File: src/hw/rtl/ntpod_pkg.sv
`timescale 1ns / 1ps
// ----------------------------------------------------------------------------
// ntpod_pkg
// Shared types, constants and time arithmetic helpers for the NTP offset and
// delay pipeline. Times are sign-magnitude seconds plus microseconds.
// ----------------------------------------------------------------------------
package ntpod_pkg;

  localparam int          US_W        = 20;
  localparam int          SECS_W      = 32;
  localparam int          FRAC_W      = 32;
  localparam logic [19:0] US_PER_SEC  = 20'd1000000;
  localparam logic [19:0] HALF_SEC_US = 20'd500000;
  localparam logic [19:0] US_MAX      = 20'd999999;

  // Sign-magnitude time value
  typedef struct packed {
    logic [SECS_W-1:0] s;
    logic [US_W-1:0]   us;
    logic              neg;
  } stime_t;

  // Result of the combine stage, still waiting for the borrow fix-up
  typedef struct packed {
    stime_t r;
    logic   fix;   // came from a magnitude subtract, needs the fix-up
    logic   inv;   // flip the sign after the fix-up
  } pend_t;

  // First half of a - b on two magnitudes: borrow, seconds compare.
  function automatic stime_t msub_raw(stime_t a, stime_t b);
    stime_t      r;
    logic        borrow;
    logic [31:0] bs;
    borrow = (b.us > a.us);
    r.us   = borrow ? (a.us - b.us + US_PER_SEC) : (a.us - b.us);
    bs     = b.s + {31'd0, borrow};
    r.neg  = (bs > a.s);
    r.s    = r.neg ? (bs - a.s) : (a.s - bs);
    return r;
  endfunction

  // Second half of a - b: a negative result with microseconds left over
  // borrows one second back.
  function automatic stime_t msub_fix(stime_t r);
    stime_t o;
    o = r;
    if (r.neg && (r.us != '0)) begin
      o.us = US_PER_SEC - r.us;
      o.s  = r.s - 32'd1;
    end
    return o;
  endfunction

  // a + b on two magnitudes with microsecond carry
  function automatic stime_t mag_add(stime_t a, stime_t b);
    stime_t      r;
    logic [20:0] sum;
    logic [20:0] dif;
    sum   = {1'b0, a.us} + {1'b0, b.us};
    dif   = sum - {1'b0, US_PER_SEC};
    r.neg = 1'b0;
    if (sum >= {1'b0, US_PER_SEC}) begin
      r.us = dif[19:0];
      r.s  = a.s + b.s + 32'd1;
    end else begin
      r.us = sum[19:0];
      r.s  = a.s + b.s;
    end
    return r;
  endfunction

  // Halve a value; an odd second moves down as half a second
  function automatic stime_t half(stime_t a);
    stime_t r;
    r     = a;
    r.us  = a.s[0] ? (HALF_SEC_US + (a.us >> 1)) : (a.us >> 1);
    r.s   = a.s >> 1;
    return r;
  endfunction

endpackage

File: src/hw/rtl/ntpod_conv.sv
`timescale 1ns / 1ps
// ----------------------------------------------------------------------------
// ntpod_conv
// Stage 1: NTP binary fractions to microseconds, t3 microsecond clamp.
// ----------------------------------------------------------------------------
module ntpod_conv
  import ntpod_pkg::*;
(
  input  logic              clk,
  input  logic              rst_n,
  input  logic              in_valid,
  output logic              in_ready,
  input  logic [31:0]       t0_secs,
  input  logic [31:0]       t0_frac,
  input  logic [31:0]       t1_secs,
  input  logic [31:0]       t1_frac,
  input  logic [31:0]       t2_secs,
  input  logic [31:0]       t2_frac,
  input  logic [31:0]       t3_secs,
  input  logic [19:0]       t3_micros,
  output logic              out_valid,
  input  logic              out_ready,
  output stime_t            t0,
  output stime_t            t1,
  output stime_t            t2,
  output stime_t            t3
);

  logic   valid_r;
  stime_t t0_r, t1_r, t2_r, t3_r;
  stime_t t0_nxt, t1_nxt, t2_nxt, t3_nxt;

  // (frac * 1e6) >> 32, truncated
  function automatic logic [19:0] frac_to_us(logic [31:0] frac);
    logic [51:0] prod;
    prod = {20'd0, frac} * {32'd0, US_PER_SEC};
    return prod[51:32];
  endfunction

  assign in_ready = !valid_r || out_ready;

  always_comb begin
    t0_nxt = '{s: t0_secs, us: frac_to_us(t0_frac), neg: 1'b0};
    t1_nxt = '{s: t1_secs, us: frac_to_us(t1_frac), neg: 1'b0};
    t2_nxt = '{s: t2_secs, us: frac_to_us(t2_frac), neg: 1'b0};
    t3_nxt = '{s: t3_secs, us: (t3_micros > US_MAX) ? US_MAX : t3_micros, neg: 1'b0};
  end

  // valid bit
  always_ff @(posedge clk) begin
    if (!rst_n) begin
      valid_r <= 1'b0;
    end else if (in_ready) begin
      valid_r <= in_valid;
    end
  end

  // payload
  always_ff @(posedge clk) begin
    if (in_ready && in_valid) begin
      t0_r <= t0_nxt;
      t1_r <= t1_nxt;
      t2_r <= t2_nxt;
      t3_r <= t3_nxt;
    end
  end

  assign out_valid = valid_r;
  assign t0 = t0_r;
  assign t1 = t1_r;
  assign t2 = t2_r;
  assign t3 = t3_r;

endmodule

File: src/hw/rtl/ntpod_diff.sv
`timescale 1ns / 1ps
// ----------------------------------------------------------------------------
// ntpod_diff
// Stages 2 and 3: the four timestamp differences, then borrow fix-up and
// halving of the two offset terms.
// ----------------------------------------------------------------------------
module ntpod_diff
  import ntpod_pkg::*;
(
  input  logic   clk,
  input  logic   rst_n,
  input  logic   in_valid,
  output logic   in_ready,
  input  stime_t t0,
  input  stime_t t1,
  input  stime_t t2,
  input  stime_t t3,
  output logic   out_valid,
  input  logic   out_ready,
  output stime_t off_a,
  output stime_t off_b,
  output stime_t dly_a,
  output stime_t dly_b
);

  logic   s2_valid_r, s3_valid_r;
  logic   s2_ready, s3_ready;
  stime_t d10_r, d23_r, d30_r, d21_r;
  stime_t d10_nxt, d23_nxt, d30_nxt, d21_nxt;
  stime_t off_a_r, off_b_r, dly_a_r, dly_b_r;
  stime_t off_a_nxt, off_b_nxt, dly_a_nxt, dly_b_nxt;

  assign s3_ready = !s3_valid_r || out_ready;
  assign s2_ready = !s2_valid_r || s3_ready;
  assign in_ready = s2_ready;

  // stage 2: raw magnitude differences
  always_comb begin
    d10_nxt = msub_raw(t1, t0);
    d23_nxt = msub_raw(t2, t3);
    d30_nxt = msub_raw(t3, t0);
    d21_nxt = msub_raw(t2, t1);
  end

  // stage 3: fix-up, offset terms halved
  always_comb begin
    off_a_nxt = half(msub_fix(d10_r));
    off_b_nxt = half(msub_fix(d23_r));
    dly_a_nxt = msub_fix(d30_r);
    dly_b_nxt = msub_fix(d21_r);
  end

  // valid bits
  always_ff @(posedge clk) begin
    if (!rst_n) begin
      s2_valid_r <= 1'b0;
      s3_valid_r <= 1'b0;
    end else begin
      if (s2_ready) begin
        s2_valid_r <= in_valid;
      end
      if (s3_ready) begin
        s3_valid_r <= s2_valid_r;
      end
    end
  end

  // payload
  always_ff @(posedge clk) begin
    if (s2_ready && in_valid) begin
      d10_r <= d10_nxt;
      d23_r <= d23_nxt;
      d30_r <= d30_nxt;
      d21_r <= d21_nxt;
    end
    if (s3_ready && s2_valid_r) begin
      off_a_r <= off_a_nxt;
      off_b_r <= off_b_nxt;
      dly_a_r <= dly_a_nxt;
      dly_b_r <= dly_b_nxt;
    end
  end

  assign out_valid = s3_valid_r;
  assign off_a = off_a_r;
  assign off_b = off_b_r;
  assign dly_a = dly_a_r;
  assign dly_b = dly_b_r;

endmodule

File: src/hw/rtl/ntpod_comb.sv
`timescale 1ns / 1ps
// ----------------------------------------------------------------------------
// ntpod_comb
// Stages 4 and 5: signed add for the offset, signed subtract for the delay,
// then fix-up, sign and zero cleanup into the output register.
// ----------------------------------------------------------------------------
module ntpod_comb
  import ntpod_pkg::*;
(
  input  logic   clk,
  input  logic   rst_n,
  input  logic   in_valid,
  output logic   in_ready,
  input  stime_t off_a,
  input  stime_t off_b,
  input  stime_t dly_a,
  input  stime_t dly_b,
  output logic   out_valid,
  input  logic   out_ready,
  output stime_t off,
  output stime_t dly
);

  logic   s4_valid_r, s5_valid_r;
  logic   s4_ready, s5_ready;
  pend_t  off_p_r, dly_p_r;
  pend_t  off_p_nxt, dly_p_nxt;
  stime_t off_r, dly_r;
  stime_t off_nxt, dly_nxt;

  assign s5_ready = !s5_valid_r || out_ready;
  assign s4_ready = !s4_valid_r || s5_ready;
  assign in_ready = s4_ready;

  // stage 4: offset = a + b
  always_comb begin
    off_p_nxt.inv = 1'b0;
    if (off_a.neg != off_b.neg) begin
      off_p_nxt.fix = 1'b1;
      off_p_nxt.r   = off_a.neg ? msub_raw(off_b, off_a) : msub_raw(off_a, off_b);
    end else begin
      off_p_nxt.fix   = 1'b0;
      off_p_nxt.r     = mag_add(off_a, off_b);
      off_p_nxt.r.neg = off_a.neg;
    end
  end

  // stage 4: delay = a - b
  always_comb begin
    dly_p_nxt.inv = 1'b0;
    if (!dly_a.neg && dly_b.neg) begin
      dly_p_nxt.fix = 1'b0;
      dly_p_nxt.r   = mag_add(dly_a, dly_b);
    end else if (dly_a.neg && dly_b.neg) begin
      dly_p_nxt.fix = 1'b1;
      dly_p_nxt.inv = 1'b1;
      dly_p_nxt.r   = msub_raw(dly_a, dly_b);
    end else if (dly_a.neg) begin
      dly_p_nxt.fix   = 1'b0;
      dly_p_nxt.r     = mag_add(dly_a, dly_b);
      dly_p_nxt.r.neg = 1'b1;
    end else begin
      dly_p_nxt.fix = 1'b1;
      dly_p_nxt.r   = msub_raw(dly_a, dly_b);
    end
  end

  // stage 5: fix-up, sign flip, no negative zero
  always_comb begin
    off_nxt     = off_p_r.fix ? msub_fix(off_p_r.r) : off_p_r.r;
    off_nxt.neg = off_nxt.neg ^ off_p_r.inv;
    if ((off_nxt.s == '0) && (off_nxt.us == '0)) begin
      off_nxt.neg = 1'b0;
    end
    dly_nxt     = dly_p_r.fix ? msub_fix(dly_p_r.r) : dly_p_r.r;
    dly_nxt.neg = dly_nxt.neg ^ dly_p_r.inv;
    if ((dly_nxt.s == '0) && (dly_nxt.us == '0)) begin
      dly_nxt.neg = 1'b0;
    end
  end

  // valid bits
  always_ff @(posedge clk) begin
    if (!rst_n) begin
      s4_valid_r <= 1'b0;
      s5_valid_r <= 1'b0;
    end else begin
      if (s4_ready) begin
        s4_valid_r <= in_valid;
      end
      if (s5_ready) begin
        s5_valid_r <= s4_valid_r;
      end
    end
  end

  // payload
  always_ff @(posedge clk) begin
    if (s4_ready && in_valid) begin
      off_p_r <= off_p_nxt;
      dly_p_r <= dly_p_nxt;
    end
    if (s5_ready && s4_valid_r) begin
      off_r <= off_nxt;
      dly_r <= dly_nxt;
    end
  end

  assign out_valid = s5_valid_r;
  assign off = off_r;
  assign dly = dly_r;

endmodule

File: src/hw/rtl/ntp_offset_and_delay.sv
`timescale 1ns / 1ps
// ----------------------------------------------------------------------------
// ntp_offset_and_delay
// Clock offset and round trip delay from the four timestamps of one exchange.
// ----------------------------------------------------------------------------
// Usage:
//   Input channel: in_valid / in_stall with t0..t2 as 32.32 NTP timestamps
//   and t3 as seconds plus microseconds. An item is taken on a clock edge
//   with in_valid high and in_stall low.
//   Output channel: out_valid / out_stall with offset and delay, each as a
//   magnitude in seconds plus microseconds and a negative flag.
//   Five register stages: fraction multiply, raw differences, fix-up and
//   halving, signed combine, final fix-up. out_valid is the valid bit of
//   the final fix-up stage; a result is taken on an edge with out_stall low.
//   Throughput is one item per cycle when out_stall is low; each stage
//   holds one item and moves on when the stage after it is empty or moving.
//   When the receiver stalls, the output register holds its item and the
//   stages behind it keep filling; in_stall rises only once all five
//   stages hold items. Nothing is dropped or repeated.
//   Synchronous reset (rst_n low) empties the pipeline; no other state.
// ----------------------------------------------------------------------------
module ntp_offset_and_delay
  import ntpod_pkg::*;
(
  input  logic        clk,
  input  logic        rst_n,
  input  logic        in_valid,
  output logic        in_stall,
  input  logic [31:0] in_t0_secs,
  input  logic [31:0] in_t0_frac,
  input  logic [31:0] in_t1_secs,
  input  logic [31:0] in_t1_frac,
  input  logic [31:0] in_t2_secs,
  input  logic [31:0] in_t2_frac,
  input  logic [31:0] in_t3_secs,
  input  logic [19:0] in_t3_micros,
  output logic        out_valid,
  input  logic        out_stall,
  output logic [31:0] out_offset_secs,
  output logic [19:0] out_offset_micros,
  output logic        out_offset_negative,
  output logic [31:0] out_delay_secs,
  output logic [19:0] out_delay_micros,
  output logic        out_delay_negative
);

  logic   conv_ready, conv_valid;
  logic   diff_ready, diff_valid;
  logic   comb_ready;
  stime_t t0, t1, t2, t3;
  stime_t off_a, off_b, dly_a, dly_b;
  stime_t off, dly;

  assign in_stall = !conv_ready;

  ntpod_conv u_conv (
    .clk       (clk),
    .rst_n     (rst_n),
    .in_valid  (in_valid),
    .in_ready  (conv_ready),
    .t0_secs   (in_t0_secs),
    .t0_frac   (in_t0_frac),
    .t1_secs   (in_t1_secs),
    .t1_frac   (in_t1_frac),
    .t2_secs   (in_t2_secs),
    .t2_frac   (in_t2_frac),
    .t3_secs   (in_t3_secs),
    .t3_micros (in_t3_micros),
    .out_valid (conv_valid),
    .out_ready (diff_ready),
    .t0        (t0),
    .t1        (t1),
    .t2        (t2),
    .t3        (t3)
  );

  ntpod_diff u_diff (
    .clk       (clk),
    .rst_n     (rst_n),
    .in_valid  (conv_valid),
    .in_ready  (diff_ready),
    .t0        (t0),
    .t1        (t1),
    .t2        (t2),
    .t3        (t3),
    .out_valid (diff_valid),
    .out_ready (comb_ready),
    .off_a     (off_a),
    .off_b     (off_b),
    .dly_a     (dly_a),
    .dly_b     (dly_b)
  );

  ntpod_comb u_comb (
    .clk       (clk),
    .rst_n     (rst_n),
    .in_valid  (diff_valid),
    .in_ready  (comb_ready),
    .off_a     (off_a),
    .off_b     (off_b),
    .dly_a     (dly_a),
    .dly_b     (dly_b),
    .out_valid (out_valid),
    .out_ready (!out_stall),
    .off       (off),
    .dly       (dly)
  );

  assign out_offset_secs     = off.s;
  assign out_offset_micros   = off.us;
  assign out_offset_negative = off.neg;
  assign out_delay_secs      = dly.s;
  assign out_delay_micros    = dly.us;
  assign out_delay_negative  = dly.neg;

  // input backs up only when the whole pipeline is full and stalled
  a_stall_full: assert property (@(posedge clk) disable iff (!rst_n)
    in_stall |-> (out_valid && out_stall))
    else $error("input stalled while the output is free");

  // microseconds stay normalized
  a_us_range: assert property (@(posedge clk) disable iff (!rst_n)
    out_valid |-> ((out_offset_micros < US_PER_SEC) && (out_delay_micros < US_PER_SEC)))
    else $error("microseconds out of range");

  // no negative zero on either result
  a_no_neg_zero: assert property (@(posedge clk) disable iff (!rst_n)
    out_valid |-> !((out_offset_negative && (out_offset_secs == '0) &&
                     (out_offset_micros == '0)) ||
                    (out_delay_negative && (out_delay_secs == '0) &&
                     (out_delay_micros == '0))))
    else $error("negative zero result");

endmodule

File: config.mk
export PLATFORM = sky130hd
export DESIGN_NAME = ntp_offset_and_delay
export DESIGN_NICKNAME = d
export VERILOG_FILES = /design/src/hw/rtl/ntpod_pkg.sv /design/src/hw/rtl/ntpod_conv.sv /design/src/hw/rtl/ntpod_diff.sv /design/src/hw/rtl/ntpod_comb.sv /design/src/hw/rtl/ntp_offset_and_delay.sv
export SDC_FILE = /design/constraint.sdc
export NUM_CORES = 2
export LEC_CHECK = 0
export ABC_CLOCK_PERIOD_IN_PS = 22200
export BUFFER_PORTS_ARGS = -buffer_cell sky130_fd_sc_hd__buf_4
export CORE_UTILIZATION = 65
export DETAILED_ROUTE_END_ITERATION = 16
export GPL_ROUTABILITY_DRIVEN = 1
export HOLD_SLACK_MARGIN = 0.15
export PLACE_DENSITY_LB_ADDON = 0.05
export SYNTH_ARGS = -nofsm -noshare
export SYNTH_HDL_FRONTEND = slang
export SYNTH_SLANG_ARGS = --single-unit
export TNS_END_PERCENT = 10
File: constraint.sdc
create_clock -name clk -period 22.2 [get_ports clk]
set_input_delay 1.11 -clock clk [delete_from_list [all_inputs] [get_ports clk]]
set_output_delay 1.11 -clock clk [all_outputs]
set_load 0.1 [all_outputs]
==> run metrics <==
status=complete, no violations; metal3 WL=31.3 mm; initial antenna violation count=13; Final Hold Fails=0; leading area contributor after synthesis=edfxtp_1; final antenna-violating net count=0; vias in the first global route=81500; clk_lat worst skew=0.78 ns; Power Density=118 mW/mm^2; Clock Sink Count=850; WL/cell=23.9 um; TritonRoute pass-1 iters=9; Async S/R FF share, synth=0%; Synth Area in Adders=24.2%; data required time at the worst endpoint=22.67 ns; Synthesized Nets=12600; largest net degree at the start of global routing=77; share of layout cells above drive strength 1=6.32%; ranking of synthesized cells by area=edfxtp_1 26%, ha_1 15%, fa_1 8.9%; GRT Residual Overflow=0; TritonCTS buffer count=94; Post-synth EDFFs=845; Post-CTS Resized=0; Initial Util=65.8%; fin crit period=9.88 ns; final wirelength=309 mm; Clk pin slew, worst setup/hold paths=0.06 ns; dpl cells=12700; NumNets Final=12700; # Post-CTS Setup Buffers=0; Die W=387 um; Mapped Area=0.0963 mm^2; die area=0.150 mm^2; Iter 0 DRT Violations=9408; R2R setup slack=12.32 ns; delay-heaviest family, CP=simple AND/OR/NAND/NOR gates; DP HPWL=255 mm; Leak=46.3 nW; Compound-Gate Fraction of Synth Area=17.0%; TNS Setup=0 ns; Sw Share=48.6%; fin cells=12900; Yosys warning count=0; RSZ-0062 raised after global routing=no; Critical path buffers and inverters=2; # hold bufs at CTS=0; global-route wire length before repair=469 mm; Setup-failing EPs final=0; critical path class=reg2reg; hold path endpoint=u_comb.s4_valid_r; Syn-to-layout area delta=7.88%; Clk pwr share=13.6%; RePlAce Congestion=1.05; worst-margin pin slew=1.23 ns; max-capacitance violation count=0; crit share post-route=44.5%; clk buf depth=3; sequential share of power=21.6%; post-synth top area share=26.3%; Remaining DRCs=0; Seq cells post-synth=850; hold path cells=1; Avg Synthesized Cell Area=8.98 um^2; core area=0.146 mm^2; GRT Util Overall=40.0%; Gate power share=64.8%; sequential share of the synthesized area=26.4%; die boundary height=387 um; WL met2=139 mm; reg2reg path depth=29; Worst EP arrival=10.36 ns; Hold WC Path Type=reg2reg; top achievable clock speed=101 MHz; Mapped Cells=10700; CP endpoint kind=flop; CTS H-tree lvls=3; Max VDD drop=0.195 mV; hold_sp=u_diff.out_valid; worst reg2reg path endpoint=u_diff.d23_r[49]; Worst path slowest cell=nor2_1; via count=83300; Row Count=140; design area=0.104 mm^2; RR Startpoint=u_conv.t2[5]; CTS tree=built; crit path launch type=flop; internal power=6.31 mW; Rel. slew slack=18.1%; mux cell area share after synthesis=1.31%; largest family of logic cells by synthesized area=adder cells; Slew Viols, Final=0; WL met1=125 mm; IO Pins=356; Synth Area in Simple Gates=13.4%; critical-path maximum fanout=50; PortBufs=355; distinct cell type count after synthesis=110; DP Area=0.101 mm^2; Fill cells=10700; Top FF cell, synth=edfxtp_1; Worst path max stage delay=0.67 ns; vias per cell=6.46; root buffer cell=clkbuf_16; Worst Clk Skew=0.100 ns; NetSw=5.98 mW; Post-Synth XOR/XNOR Area=10.5%; uppermost layer routed=met5
[per-stage QoR]
| step | worst slack [ns] | utilization (%) | hold WS, ns | power (mW) |
|---|---|---|---|---|
| CTS | 12.77 | 71.0 | 0.500 | 12.1 |
| detailed placement | 12.78 | 68.7 | 0.483 | 10.3 |
| floorplan | 4.32 | - | 0.426 | 7.82 |
| finish | 12.32 | 71.0 | 0.499 | 12.3 |
| global route | 12.04 | 71.0 | 0.524 | 13.0 |
| global placement | 12.86 | 68.7 | 0.468 | 9.93 |
[cells in the final DEF, fill, tap and decap left out, types with 90 or more instances in the layout]
cell,synthesis,routed
edfxtp_1,845,845
inv_1,1506,1506
a21oi_1,845,844
nor3_1,202,202
nand3_1,197,197
ha_1,1177,1177
o21ai_0,415,415
and3_1,90,90
nand4_1,164,164
a21o_1,285,285
xnor2_1,717,717
nor2_1,666,665
fa_1,427,427
a31oi_1,91,91
nor4_1,107,107
o21a_1,99,99
nand2_1,605,604
xor2_1,436,435
mux2i_1,90,90
clkbuf_16,0,94
o21bai_1,163,163
nand2b_1,111,111
buf_4,0,394
nor2b_1,97,94
[cells by family (layout without fill, tap and decap cells)]
group | after synthesis | after routing
compound gates | 2564 | 2564
xor+xnor | 1155 | 1155
fa+ha+maj | 1604 | 1604
buf+inv | 1835 | 2090
flops | 850 | 850
mux | 122 | 122
other cells | 0 | 1
simple gates | 2592 | 2592
[how the worst max path moves through the flow]
stage	cells after the start	startpoint	slack [ns]	end
2_1_floorplan	3	out_stall	4.32	u_diff.d10_r[0]
3_3_place_gp	32	u_conv.t2[1]	12.86	u_diff.d23_r[49]
3_5_place_dp	32	u_conv.t2[1]	12.78	u_diff.d23_r[49]
4_1_cts	29	u_conv.t2[5]	12.77	u_diff.d23_r[49]
5_1_grt	32	u_diff.dly_b[9]	12.04	u_comb.dly_p_r[53]
6_report	29	u_conv.t2[5]	12.32	u_diff.d23_r[49]
[final cells by class]
cell class,count,area [um^2],share of cell area (%)
multi-input cells,8037,64100,61.7
flip-flops and latches,850,25500,24.5
inverters,1519,5700,5.49
repair buffers,394,2960,2.85
clock buffers,109,2410,2.32
well taps,1917,2400,2.31
clock inverters,68,900,0.866
diodes,1,2.50,0.00241
[state kept, by name, indices dropped and copies added (netlist names), 53 cells and up]
register        count
u_comb.dly         53
u_comb.dly_p_r     55
u_comb.off         53
u_comb.off_p_r     54
u_diff.d10_r       53
u_diff.d21_r       53
u_diff.d23_r       53
u_diff.d30_r       53
u_diff.dly_a       53
u_diff.dly_b       53
[cells in the mapped netlist, types with 20 or more instances]
library cell  number
a2111oi_0         22
a211o_1           24
a211oi_1          84
a21boi_0          25
a21o_1           285
a21oi_1          845
a221oi_1          27
a31o_2            20
a31oi_1           91
and2_1            68
and3_1            90
and4_1            28
buf_1             23
buf_2             20
clkbuf_1         273
edfxtp_1         845
fa_1             427
ha_1            1177
inv_1           1506
mux2_2            32
mux2i_1           90
nand2_1          605
nand2b_1         111
nand3_1          197
nand4_1          164
nor2_1           666
nor2b_1           97
nor3_1           202
nor4_1           107
o2111ai_1         23
o211ai_1          75
o21a_1            99
o21ai_0          415
o21ai_1           53
o21bai_1         163
o22ai_1           35
o31a_1            23
o31ai_1           60
or2_2             38
or3_1             77
or4_1             49
xnor2_1          717
xor2_1           436
[worst reg2reg max path, delay by kind of cell, from the launching register on]
family	cells	cell delay [ns]
AND/OR/NAND/NOR	10	3.52
AO/OA/AOI/OAI	11	2.93
adder cells (fa/ha/maj)	3	1.33
buffers and inverters	2	0.66
flip-flops	1	0.49
XOR/XNOR	2	0.47
multiplexers	1	0.25
[power groups by stage]
stage	clock network, mW	logic (mW)	registers [mW]
3_5_place_dp	0	7.66	2.67
2_1_floorplan	0	5.26	2.56
5_1_grt	1.74	8.58	2.66
3_3_place_gp	0	7.27	2.65
4_1_cts	1.68	7.75	2.63
6_report	1.67	7.96	2.65
[layer usage]
layer | vias up | track usage, %
li1 | 37800 | -
met1 | 39900 | 54.4
met2 | 4750 | 64.1
met3 | 788 | 6.19
met4 | 16 | 15.7
met5 | - | 0
No activity file was read; power rests on OpenSTA's default activity.
